$ cat config.mk
export PLATFORM = sky130hd
export DESIGN_NAME = gated_nearest_point_matcher_unit
export DESIGN_NICKNAME = d
export VERILOG_FILES = /design/src/rtl/gnpm_pkg.sv /design/src/rtl/gnpm_cell.sv /design/src/rtl/gnpm_sqrt.sv /design/src/rtl/gated_nearest_point_matcher_unit.sv
export SDC_FILE = /design/constraint.sdc
export NUM_CORES = 2
export LEC_CHECK = 0
export BUFFER_PORTS_ARGS = -buffer_cell sky130_fd_sc_hd__buf_2
export CORE_MARGIN = 10
export CORE_UTILIZATION = 36
export DETAILED_ROUTE_END_ITERATION = 8
export GPL_TIMING_DRIVEN = 0
export HOLD_SLACK_MARGIN = 0.06
export PLACE_DENSITY = 0.59
export SLEW_MARGIN = 10
export SYNTH_ARGS = -nofsm -noshare
export SYNTH_HDL_FRONTEND = slang
export SYNTH_SLANG_ARGS = --single-unit
$ cat constraint.sdc
create_clock -name clk_i -period 8.35 [get_ports clk_i]
set_input_delay 1.67 -clock clk_i [delete_from_list [all_inputs] [get_ports clk_i]]
set_output_delay 1.67 -clock clk_i [all_outputs]
set_load 0.05 [all_outputs]
$ cat src/rtl/gnpm_pkg.sv
package gnpm_pkg;

  localparam int unsigned CoordW  = 16;
  localparam int unsigned SqW     = 32;
  localparam int unsigned DistSqW = 33;
  localparam int unsigned RootW   = 17;
  localparam int unsigned CfgIdxW = 1;

  localparam logic [CoordW-1:0] MatchThrReset   = 16'd960;
  localparam logic [CoordW-1:0] InPlaceThrReset = 16'd64;

  typedef enum logic [1:0] {
    MODE_CLEAR = 2'd0,
    MODE_LOAD  = 2'd1,
    MODE_QUERY = 2'd2
  } mode_e;

  typedef enum logic [2:0] {
    STAT_ACCEPTED = 3'd0,
    STAT_MISSING  = 3'd1,
    STAT_IN_PLACE = 3'd2,
    STAT_MOVE     = 3'd3,
    STAT_FULL     = 3'd4
  } status_e;

  typedef enum logic [CfgIdxW-1:0] {
    CFG_MATCH_THR    = 1'b0,
    CFG_IN_PLACE_THR = 1'b1
  } cfg_idx_e;

  typedef enum logic [1:0] {
    ST_IDLE,
    ST_SCAN,
    ST_FINISH,
    ST_ROOT
  } state_e;

  typedef struct packed {
    logic shift;
    logic write;
    logic clear_used;
    logic set_used;
  } cell_ctrl_t;

  typedef struct packed {
    logic [CoordW-1:0] x;
    logic [CoordW-1:0] y;
    logic              used;
  } point_t;

endpackage

$ cat src/rtl/gnpm_cell.sv
module gnpm_cell (
  input  logic                               clk_i,
  input  logic                               rst_ni,
  input  gnpm_pkg::cell_ctrl_t               ctrl_i,
  input  logic [gnpm_pkg::CoordW-1:0]        wr_x_i,
  input  logic [gnpm_pkg::CoordW-1:0]        wr_y_i,
  input  gnpm_pkg::point_t                   next_i,
  output gnpm_pkg::point_t                   point_o
);

  logic [gnpm_pkg::CoordW-1:0] x_q, x_d;
  logic [gnpm_pkg::CoordW-1:0] y_q, y_d;
  logic                        used_q, used_d;

  always_comb begin
    x_d    = x_q;
    y_d    = y_q;
    used_d = used_q;
    if (ctrl_i.clear_used) begin
      used_d = 1'b0;
    end else if (ctrl_i.write) begin
      x_d    = wr_x_i;
      y_d    = wr_y_i;
      used_d = 1'b0;
    end else if (ctrl_i.set_used) begin
      used_d = 1'b1;
    end else if (ctrl_i.shift) begin
      // take the neighbour's point, the ring rotates by one
      x_d    = next_i.x;
      y_d    = next_i.y;
      used_d = next_i.used;
    end
  end

  always_ff @(posedge clk_i or negedge rst_ni) begin
    if (!rst_ni) begin
      used_q <= 1'b0;
    end else begin
      used_q <= used_d;
    end
  end

  always_ff @(posedge clk_i) begin
    x_q <= x_d;
    y_q <= y_d;
  end

  assign point_o.x    = x_q;
  assign point_o.y    = y_q;
  assign point_o.used = used_q;

endmodule

$ cat src/rtl/gnpm_sqrt.sv
module gnpm_sqrt (
  input  logic                               clk_i,
  input  logic                               rst_ni,
  input  logic                               start_i,
  input  logic [gnpm_pkg::DistSqW-1:0]       value_i,
  output logic                               done_o,
  output logic [gnpm_pkg::CoordW-1:0]        root_o
);

  localparam int unsigned WorkW = gnpm_pkg::DistSqW + 1;
  localparam int unsigned StepW = $clog2(gnpm_pkg::RootW);

  logic             busy_q, busy_d;
  logic             done_q, done_d;
  logic [StepW-1:0] step_q, step_d;
  logic [WorkW-1:0] rem_q, rem_d;
  logic [WorkW-1:0] res_q, res_d;
  logic [WorkW-1:0] pw;
  logic [WorkW-1:0] trial;

  assign pw    = WorkW'(1) << {step_q, 1'b0};
  assign trial = res_q + pw;

  always_comb begin
    busy_d = busy_q;
    done_d = 1'b0;
    step_d = step_q;
    rem_d  = rem_q;
    res_d  = res_q;
    if (start_i) begin
      busy_d = 1'b1;
      step_d = StepW'(gnpm_pkg::RootW - 1);
      rem_d  = WorkW'(value_i);
      res_d  = '0;
    end else if (busy_q) begin
      // one result bit per cycle
      if (rem_q >= trial) begin
        rem_d = rem_q - trial;
        res_d = (res_q >> 1) + pw;
      end else begin
        res_d = res_q >> 1;
      end
      if (step_q == '0) begin
        busy_d = 1'b0;
        done_d = 1'b1;
      end else begin
        step_d = step_q - StepW'(1);
      end
    end
  end

  always_ff @(posedge clk_i or negedge rst_ni) begin
    if (!rst_ni) begin
      busy_q <= 1'b0;
      done_q <= 1'b0;
      step_q <= '0;
    end else begin
      busy_q <= busy_d;
      done_q <= done_d;
      step_q <= step_d;
    end
  end

  always_ff @(posedge clk_i) begin
    rem_q <= rem_d;
    res_q <= res_d;
  end

  assign done_o = done_q;
  assign root_o = res_q[gnpm_pkg::CoordW-1:0];

endmodule

$ cat src/rtl/gated_nearest_point_matcher_unit.sv
// Gated nearest point matcher.
// Command port: an item (mode_i, pos_x_i, pos_y_i) is taken on a clock edge
// with start_i high and busy_o low. Every item gives exactly one result,
// shown for one cycle with result_valid_o high; the receiver cannot stall.
// Clear, load and unused modes answer in the cycle after acceptance and keep
// busy_o low, so such items may follow every cycle.
// A query rotates the ring of point cells once past a shared distance
// pipeline and lets it drain, then takes the integer square root one bit
// a cycle. A matched query answers when the root is done; a missing one
// answers from the finish state without taking a root. busy_o stays high
// until the result shows.
// Configuration: cfg_we_i writes cfg_wdata_i into register cfg_index_i
// (0 match threshold, 1 in-place threshold); write only while idle.
// Reset empties the store, clears every used mark and loads the default
// thresholds (60 px and 4 px in Q12.4).
module gated_nearest_point_matcher_unit #(
  parameter int unsigned MAX_POINTS = 32
) (
  input  logic                               clk_i,
  input  logic                               rst_ni,
  input  logic                               start_i,
  output logic                               busy_o,
  input  logic [1:0]                         mode_i,
  input  logic [gnpm_pkg::CoordW-1:0]        pos_x_i,
  input  logic [gnpm_pkg::CoordW-1:0]        pos_y_i,
  output logic                               result_valid_o,
  output logic [2:0]                         status_o,
  output logic [4:0]                         match_index_o,
  output logic [gnpm_pkg::CoordW-1:0]        match_distance_o,
  output logic [gnpm_pkg::CoordW-1:0]        match_x_o,
  output logic [gnpm_pkg::CoordW-1:0]        match_y_o,
  input  logic                               cfg_we_i,
  input  logic [gnpm_pkg::CfgIdxW-1:0]       cfg_index_i,
  input  logic [gnpm_pkg::CoordW-1:0]        cfg_wdata_i
);

  localparam int unsigned IdxW  = (MAX_POINTS > 1) ? $clog2(MAX_POINTS) : 1;
  localparam int unsigned CntW  = $clog2(MAX_POINTS + 1);
  localparam int unsigned ScanW = $clog2(MAX_POINTS + 2);
  localparam int unsigned CW    = gnpm_pkg::CoordW;
  localparam int unsigned SqW   = gnpm_pkg::SqW;
  localparam int unsigned DW    = gnpm_pkg::DistSqW;
  localparam logic [ScanW-1:0] ScanLast = ScanW'(MAX_POINTS + 1);
  localparam logic [ScanW-1:0] ScanEnd  = ScanW'(MAX_POINTS);
  localparam logic [CntW-1:0]  CntFull  = CntW'(MAX_POINTS);

  gnpm_pkg::state_e  state_q, state_d;
  gnpm_pkg::mode_e   mode;

  logic [CW-1:0]     match_thr_q, in_place_thr_q;
  logic [CntW-1:0]   count_q;
  logic [ScanW-1:0]  scan_q;
  logic [CW-1:0]     qx_q, qy_q;

  logic [DW-1:0]     best_q;
  logic [IdxW-1:0]   best_idx_q;
  logic [CW-1:0]     best_x_q, best_y_q;
  logic              found_q;
  logic [SqW-1:0]    ip_sq_q;

  logic              s1_vld_q;
  logic [CW-1:0]     s1_dx_q, s1_dy_q, s1_x_q, s1_y_q;
  logic [IdxW-1:0]   s1_idx_q;
  logic              s2_vld_q;
  logic [SqW-1:0]    s2_sqx_q, s2_sqy_q;
  logic [CW-1:0]     s2_x_q, s2_y_q;
  logic [IdxW-1:0]   s2_idx_q;

  logic              res_vld_q;
  gnpm_pkg::status_e res_status_q;
  logic [4:0]        res_idx_q;
  logic [CW-1:0]     res_dist_q, res_x_q, res_y_q;

  logic              accept, load_ok;
  logic              do_clear, do_write, do_shift, do_feed, do_set_used, sqrt_start;
  logic              emit;
  gnpm_pkg::status_e emit_status;
  logic              emit_match;

  gnpm_pkg::point_t     cell_pt   [MAX_POINTS];
  gnpm_pkg::cell_ctrl_t cell_ctrl [MAX_POINTS];

  gnpm_pkg::point_t  head;
  logic              cand;
  logic [CW-1:0]     dx, dy;
  logic [DW-1:0]     d2;
  logic              upd;
  logic              sqrt_done;
  logic [CW-1:0]     sqrt_root;

  assign busy_o  = (state_q != gnpm_pkg::ST_IDLE);
  assign accept  = start_i && !busy_o;
  assign mode    = gnpm_pkg::mode_e'(mode_i);
  assign load_ok = (count_q < CntFull);

  // next state
  always_comb begin
    state_d = state_q;
    unique case (state_q)
      gnpm_pkg::ST_IDLE: begin
        if (accept && mode == gnpm_pkg::MODE_QUERY) begin
          state_d = gnpm_pkg::ST_SCAN;
        end
      end
      gnpm_pkg::ST_SCAN: begin
        if (scan_q == ScanLast) begin
          state_d = gnpm_pkg::ST_FINISH;
        end
      end
      gnpm_pkg::ST_FINISH: begin
        state_d = found_q ? gnpm_pkg::ST_ROOT : gnpm_pkg::ST_IDLE;
      end
      gnpm_pkg::ST_ROOT: begin
        if (sqrt_done) begin
          state_d = gnpm_pkg::ST_IDLE;
        end
      end
      default: state_d = gnpm_pkg::ST_IDLE;
    endcase
  end

  // controls and results
  always_comb begin
    do_clear    = 1'b0;
    do_write    = 1'b0;
    do_shift    = 1'b0;
    do_feed     = 1'b0;
    do_set_used = 1'b0;
    sqrt_start  = 1'b0;
    emit        = 1'b0;
    emit_status = gnpm_pkg::STAT_ACCEPTED;
    emit_match  = 1'b0;
    unique case (state_q)
      gnpm_pkg::ST_IDLE: begin
        if (accept) begin
          case (mode)
            gnpm_pkg::MODE_CLEAR: begin
              do_clear = 1'b1;
              emit     = 1'b1;
            end
            gnpm_pkg::MODE_LOAD: begin
              do_write = load_ok;
              emit     = 1'b1;
              if (!load_ok) begin
                emit_status = gnpm_pkg::STAT_FULL;
              end
            end
            gnpm_pkg::MODE_QUERY: ;
            default: emit = 1'b1;
          endcase
        end
      end
      gnpm_pkg::ST_SCAN: begin
        do_shift = (scan_q < ScanEnd);
        do_feed  = (scan_q < ScanEnd);
      end
      gnpm_pkg::ST_FINISH: begin
        sqrt_start  = found_q;
        do_set_used = found_q;
        if (!found_q) begin
          emit        = 1'b1;
          emit_status = gnpm_pkg::STAT_MISSING;
        end
      end
      gnpm_pkg::ST_ROOT: begin
        if (sqrt_done) begin
          emit        = 1'b1;
          emit_match  = 1'b1;
          emit_status = (best_q < DW'(ip_sq_q)) ? gnpm_pkg::STAT_IN_PLACE
                                               : gnpm_pkg::STAT_MOVE;
        end
      end
      default: ;
    endcase
  end

  // ring of point cells, cell i takes from cell i+1
  for (genvar i = 0; i < MAX_POINTS; i++) begin : g_cell
    assign cell_ctrl[i].shift      = do_shift;
    assign cell_ctrl[i].clear_used = do_clear;
    assign cell_ctrl[i].write      = do_write && (count_q == CntW'(i));
    assign cell_ctrl[i].set_used   = do_set_used && (best_idx_q == IdxW'(i));

    gnpm_cell u_cell (
      .clk_i   (clk_i),
      .rst_ni  (rst_ni),
      .ctrl_i  (cell_ctrl[i]),
      .wr_x_i  (pos_x_i),
      .wr_y_i  (pos_y_i),
      .next_i  (cell_pt[(i + 1) % MAX_POINTS]),
      .point_o (cell_pt[i])
    );
  end

  // distance pipeline on the head of the ring
  assign head = cell_pt[0];
  assign cand = do_feed && !head.used && (scan_q < ScanW'(count_q));
  assign dx   = (head.x >= qx_q) ? (head.x - qx_q) : (qx_q - head.x);
  assign dy   = (head.y >= qy_q) ? (head.y - qy_q) : (qy_q - head.y);
  assign d2   = DW'(s2_sqx_q) + DW'(s2_sqy_q);
  assign upd  = s2_vld_q && (d2 < best_q);

  gnpm_sqrt u_sqrt (
    .clk_i   (clk_i),
    .rst_ni  (rst_ni),
    .start_i (sqrt_start),
    .value_i (best_q),
    .done_o  (sqrt_done),
    .root_o  (sqrt_root)
  );

  always_ff @(posedge clk_i or negedge rst_ni) begin
    if (!rst_ni) begin
      state_q        <= gnpm_pkg::ST_IDLE;
      match_thr_q    <= gnpm_pkg::MatchThrReset;
      in_place_thr_q <= gnpm_pkg::InPlaceThrReset;
      count_q        <= '0;
      scan_q         <= '0;
      found_q        <= 1'b0;
      s1_vld_q       <= 1'b0;
      s2_vld_q       <= 1'b0;
      res_vld_q      <= 1'b0;
    end else begin
      state_q   <= state_d;
      s1_vld_q  <= cand;
      s2_vld_q  <= s1_vld_q;
      res_vld_q <= emit;
      if (cfg_we_i) begin
        unique case (gnpm_pkg::cfg_idx_e'(cfg_index_i))
          gnpm_pkg::CFG_MATCH_THR:    match_thr_q    <= cfg_wdata_i;
          gnpm_pkg::CFG_IN_PLACE_THR: in_place_thr_q <= cfg_wdata_i;
          default: ;
        endcase
      end
      if (do_clear) begin
        count_q <= '0;
      end else if (do_write) begin
        count_q <= count_q + CntW'(1);
      end
      if (accept && mode == gnpm_pkg::MODE_QUERY) begin
        scan_q  <= '0;
        found_q <= 1'b0;
      end else begin
        if (state_q == gnpm_pkg::ST_SCAN) begin
          scan_q <= scan_q + ScanW'(1);
        end
        if (upd) begin
          found_q <= 1'b1;
        end
      end
    end
  end

  always_ff @(posedge clk_i) begin
    if (accept && mode == gnpm_pkg::MODE_QUERY) begin
      qx_q    <= pos_x_i;
      qy_q    <= pos_y_i;
      best_q  <= DW'(SqW'(match_thr_q) * SqW'(match_thr_q));
      ip_sq_q <= SqW'(in_place_thr_q) * SqW'(in_place_thr_q);
    end else if (upd) begin
      best_q     <= d2;
      best_idx_q <= s2_idx_q;
      best_x_q   <= s2_x_q;
      best_y_q   <= s2_y_q;
    end
    s1_dx_q  <= dx;
    s1_dy_q  <= dy;
    s1_x_q   <= head.x;
    s1_y_q   <= head.y;
    s1_idx_q <= scan_q[IdxW-1:0];
    s2_sqx_q <= SqW'(s1_dx_q) * SqW'(s1_dx_q);
    s2_sqy_q <= SqW'(s1_dy_q) * SqW'(s1_dy_q);
    s2_x_q   <= s1_x_q;
    s2_y_q   <= s1_y_q;
    s2_idx_q <= s1_idx_q;
    if (emit) begin
      res_status_q <= emit_status;
      res_idx_q    <= emit_match ? 5'(best_idx_q) : 5'd0;
      res_dist_q   <= emit_match ? sqrt_root : '0;
      res_x_q      <= emit_match ? best_x_q : '0;
      res_y_q      <= emit_match ? best_y_q : '0;
    end
  end

  assign result_valid_o   = res_vld_q;
  assign status_o         = res_status_q;
  assign match_index_o    = res_idx_q;
  assign match_distance_o = res_dist_q;
  assign match_x_o        = res_x_q;
  assign match_y_o        = res_y_q;

endmodule

-- After elaboration in Yosys (flattened, before gate mapping)
Cells that the tools add are included.
- $add $sub $neg: 11
- $mul: 4
- magnitude comparators: 8
- equal/unequal tests: 104
- shift operators: 1
- muxes and demuxes: 369
- bitwise gates (word level): 3
- reduce and logical (&&, ||, !) cells: 185
- operators by type and width (operator ; number):
    $mux 16 ; 194
    $mux 1 ; 151
    $mul 16x16->32 ; 4
    $reduce_bool 4->1 ; 32
    $mux 33 ; 3
    $reduce_and 3->1 ; 33
    $eq 6x5->1 const B ; 16
    $eq 5x5->1 const B ; 16
    $reduce_bool 2->1 ; 38
    $logic_and 1x1->1 ; 69
    $ne 2x1->1 const B ; 33
    $mux 32 ; 2
    $sub 16x16->16 ; 4
    $eq 6x4->1 const B ; 8
    $eq 5x4->1 const B ; 8
    $add 33x34->34 ; 1
    $add 34x34->34 ; 1
    $ge 34x34->1 ; 1
    $mux 34 ; 1
    $shl 1x6->34 const A ; 1
    $sub 34x34->34 ; 1
    $add 32x32->33 ; 1
    $lt 33x32->1 ; 1
    $lt 33x33->1 ; 1
    other kinds (28) ; 65
- register bits: 1541
- output and inout bits: 58

-- Longest topological paths before layout
- depth in word-level cells: 8
- gate-level depth with buffers: 27
- mapped depth without buffers: 25

-- Hierarchy
From an unflattened synthesis, not the netlist that was laid out.
- cell total of the unflattened synthesis: 8239
- area total of the unflattened synthesis: 104773.0 um^2
- modules (own cells, without submodules) (module ; instances ; cells each ; area an instance (um^2)):
    gnpm_cell ; 32 ; 76 ; 1566.5
    gated_nearest_point_matcher_unit ; 1 ; 4879 ; 47227.8
    gnpm_sqrt ; 1 ; 928 ; 7417.1

-- Least setup slack after synthesis
No wires, ideal clock.
- path kind: register to register
- start: reg match_thr_q[9]
- end: reg best_q[30], data pin
- setup time: 259 ps
- arrival time: 6203 ps
- required time: 8091 ps
- slack: 1888 ps
- stages on the path, launching flop included: 24
- path buffers: 1
- clock period less this slack: 6462 ps
- cell sequence: dfstp_2 clkbuf_1 nand2_1 fa_1 inv_1 fa_1 inv_1 fa_1 inv_1 fa_1 fa_1 inv_1 fa_1 inv_1 ha_1 and4_1 nor4b_1 o2bb2ai_1 o2111ai_1 o21ai_0 a31oi_1 nand2b_1 mux2i_1 a211o_1
- cells in the longest elaborated chain, start to end: 2
- ends and longest elaborated chain (element ; line ; text):
    from (decl) ; gated_nearest_point_matcher_unit.sv:50 ; logic [CW-1:0] match_thr_q, in_place_thr_q;
    from (signal assigned) ; gated_nearest_point_matcher_unit.sv:215 ; match_thr_q <= gnpm_pkg::MatchThrReset;
    from (signal assigned) ; gated_nearest_point_matcher_unit.sv:230 ; gnpm_pkg::CFG_MATCH_THR: match_thr_q <= cfg_wdata_i;
    $mul 16x16->32 ; gated_nearest_point_matcher_unit.sv:258 ; best_q <= DW'(SqW'(match_thr_q) * SqW'(match_thr_q));
    $mux 32 ; gated_nearest_point_matcher_unit.sv:255 ; if (accept && mode == gnpm_pkg::MODE_QUERY) begin
    to (signal assigned) ; gated_nearest_point_matcher_unit.sv:258 ;
    to (decl) ; gated_nearest_point_matcher_unit.sv:55 ; logic [DW-1:0] best_q;
Every way passes these cells.
A chain may end at the register's enable or synchronous reset.

-- Worst setup path after layout
- start: reg match_thr_q[4]
- end: reg best_q[21], data pin
The elaborated chain is that of the path after synthesis.

==> flow_summary.toml <==
[timing]
final.setup.tns_ns = 0
rsz0062_at_grt = "false"
worst_slew_pin_slew_ns = 1.24
fmax_mhz = 126
finalCriticalPeriod_ns = 7.92
setup_viol = 0
post-route-period-util = 0.948
skew_ns = 0.0760
finalMaxSlewViolations = 0
relSlewSlack = 0.169
hold_viol = 0

[logic_synthesis]
synth_cells = 8086
avgSynthCellArea_um2 = 12.1
synth_top_family_by_area = "adder cells"
synth_warnings = 0
syn_area_um2 = 98000
synthXorXnorAreaFrac = 0.0236
synthMuxAreaShare = 0.125
seq_area_frac_synth = 0.446
synth-adder-area-share = 0.215
synth_edf_count = 1245
synthFlopType = "edfxtp_1"
async_reset_ff_frac = 0.0579
syn-num-nets = 9431
synth.ff_latch_count = 1538
synth-simple-area-share = 0.0752
synth_compound_area_frac = 0.0590
ys_types = 87

[pwr]
p_per_area_nw_per_um2 = 309
vdd_drop_max_mv = 0.776
leakagePower_nw = 40.0
report.power.total_mw = 33.8

[global_routing]
grt_pass1_vias = 65900
grtUsageTotal = 0.174
grt_max_degree = 67
grt-ovfl-total = 0
grt_pass1_wl_um = 400000
antenna_found_initial = 18

[floorplan]
core_um2 = 271000
die-area_um2 = 293000
die_w_um = 542
ios = 113
core.rowCount = 191
die_h_um = 542
start_util = 0.362

[worst_setup_path]
cp.arrival_ns = 8.46
path_max_fanout = 10
end_kind = "flip-flop"
start_kind = "flip-flop"
r2r_setup_slack_ns = 0.43
critPathKind = "reg2reg"
crit_required_ns = 8.89

[clocking]
tritoncts = "done"
clock_sinks = 1538
post-cts-setup-buffers = 0
cts.clk_slew.worst_paths_ns = 0.06
postCtsHoldBufs = 0
htree_levels = 4
clk_path_buf_depth = 4
cts_resized = 0
cts_root_buf = "clkbuf_16"
insertion_delay_ns = 0.86
numCtsBuffers = 172

[cells_and_area]
drive_gt1_frac = 0.183
final_core_util = 0.404
layout.nets = 9756
final_area_um2 = 109000
final_cell_mix = "edfxtp_1, inv_1, mux2_2"
areaGrowthSynthToFinish_pct = 11.6
final_common_cell = "edfxtp_1"
layout.cells.non_filler = 12100

[worst_hold_path]
hp-class = "reg2reg"

[placement]
portBuffers = 112
hpwlAfterDp_um = 199000
gp_congestion = 0.899
dp.cells = 11800
placed_area_um2 = 104000

[detailed_routing]
viasPerCell = 5.12
vias = 62000
drt_iter0_markers = 4381
dr.pass1.iters = 6
wl_per_cell_um = 21.5
wl_um = 261000
ant_nets = 0
drc = 0

[job]
max_cap_violations = 0

[outcome]
status = "finished, final reports clean"
==> layout make-up <==
cell class	instances	area [um^2]
fillers	25500	161000
multi-input cells	5096	48900
flip-flops and latches	1538	43700
clock buffers	224	4710
well taps	3570	4470
inverters	1078	4050
plain buffers	374	1450
repair buffers	151	1400
clock inverters	84	678
diodes	5	12.5
==> Yosys cell counts (all sizes together), types with 8 or more instances <==
cell	n	area (um^2)
fa	659	13200
o21a	27	203
a41oi	8	70.1
and2	250	1560
o21ai	193	966
a211oi	52	415
dfxtp	204	4080
a211o	11	96.3
buf	17	104
nor3	50	250
nand4	44	275
o211ai	27	203
a21o	101	758
a21oi	276	1380
mux2i	29	290
o21bai	37	289
edfxtp	1245	37400
nor2	327	1250
nand2	558	2090
clkbuf	357	1340
a21boi	9	67.6
a31o	11	96.3
inv	1077	4040
nor2b	56	350
or3	16	100
mux2	1063	12000
a31oi	43	269
or2	16	100
o31ai	17	141
nand2b	52	325
o22ai	39	244
nor4	11	75.1
nand3	59	300
o2111ai	8	70.1
dfrtp	84	2100
xor2	110	963
ha	631	7900
xnor2	154	1350
and3	71	444
==> cell families after synthesis <==
logic type      after synthesis
compound gates              912
xor+xnor                    264
simple gates               1538
fa+ha+maj                  1290
buf+inv                    1452
flops                      1538
mux                        1092
==> critical path, cell delays in order, from the launching register on <==
cell and delay, ns:
dfrtp_1 0.43, clkbuf_1 0.52, clkbuf_1 0.53, nand2_1 0.15
fa_1 0.52, fa_1 0.50, inv_1 0.06, fa_1 0.43
fa_1 0.50, fa_1 0.54, inv_1 0.05, fa_1 0.51
inv_1 0.06, ha_1 0.39, a21oi_1 0.32, o21ai_0 0.14
a31oi_1 0.37, o22ai_1 0.25, o311ai_0 0.64, a21boi_0 0.23
xor2_1 0.23, mux2_2 0.28
==> metal layers <==
metal,part of all wire,routed length (um),GRT usage
met1,0.42,110000,0.221
met2,0.49,128000,0.302
met3,0.053,13700,0.0268
met4,0.039,10100,0.0608
met5,0.00010,26,0
==> final timing paths <==
check                                         end           start  depth (start not counted)
worst max-delay path                   best_q[21]  match_thr_q[4]                         21
worst min-delay path                    s2_y_q[5]       s1_y_q[5]                          0
worst max register to register         best_q[21]  match_thr_q[4]                         21
worst min register to register          s2_y_q[5]       s1_y_q[5]                          0
max in group asynchronous              count_q[4]          rst_ni                          2
min in group asynchronous       in_place_thr_q[7]          rst_ni                          1
==> power by group <==
group | internal [mW] | total (mW) | switching, mW
Clock | 4.16 | 7.37 | 3.21
Sequential | 8.75 | 8.82 | 0.0672
Combinational | 7.08 | 17.6 | 10.6
Total | 20.0 | 33.8 | 13.8
==> metrics by stage <==
| stage | hold WS (ns) | setup WS, ns |
|---|---|---|
| after CTS | 0.325 | 0.507 |
| after detailed placement | 0.312 | 0.568 |
| after global routing | 0.329 | 0.0956 |
| after floorplan | 0.310 | 1.89 |
| final | 0.320 | 0.434 |
| after global placement | 0.312 | -3.96 |
==> flip-flops by register name (all words and copies together) (netlist names), 31 cells and up <==
register,flops
s2_sqx_q,31
ip_sq_q,31
s2_sqy_q,31
u_sqrt.rem_q,34
g_cell.u_cell.used_q,32
u_sqrt.res_q,34
g_cell.u_cell.x_q,512
best_q,33
g_cell.u_cell.y_q,512
Power figures use the tool's default switching activity.
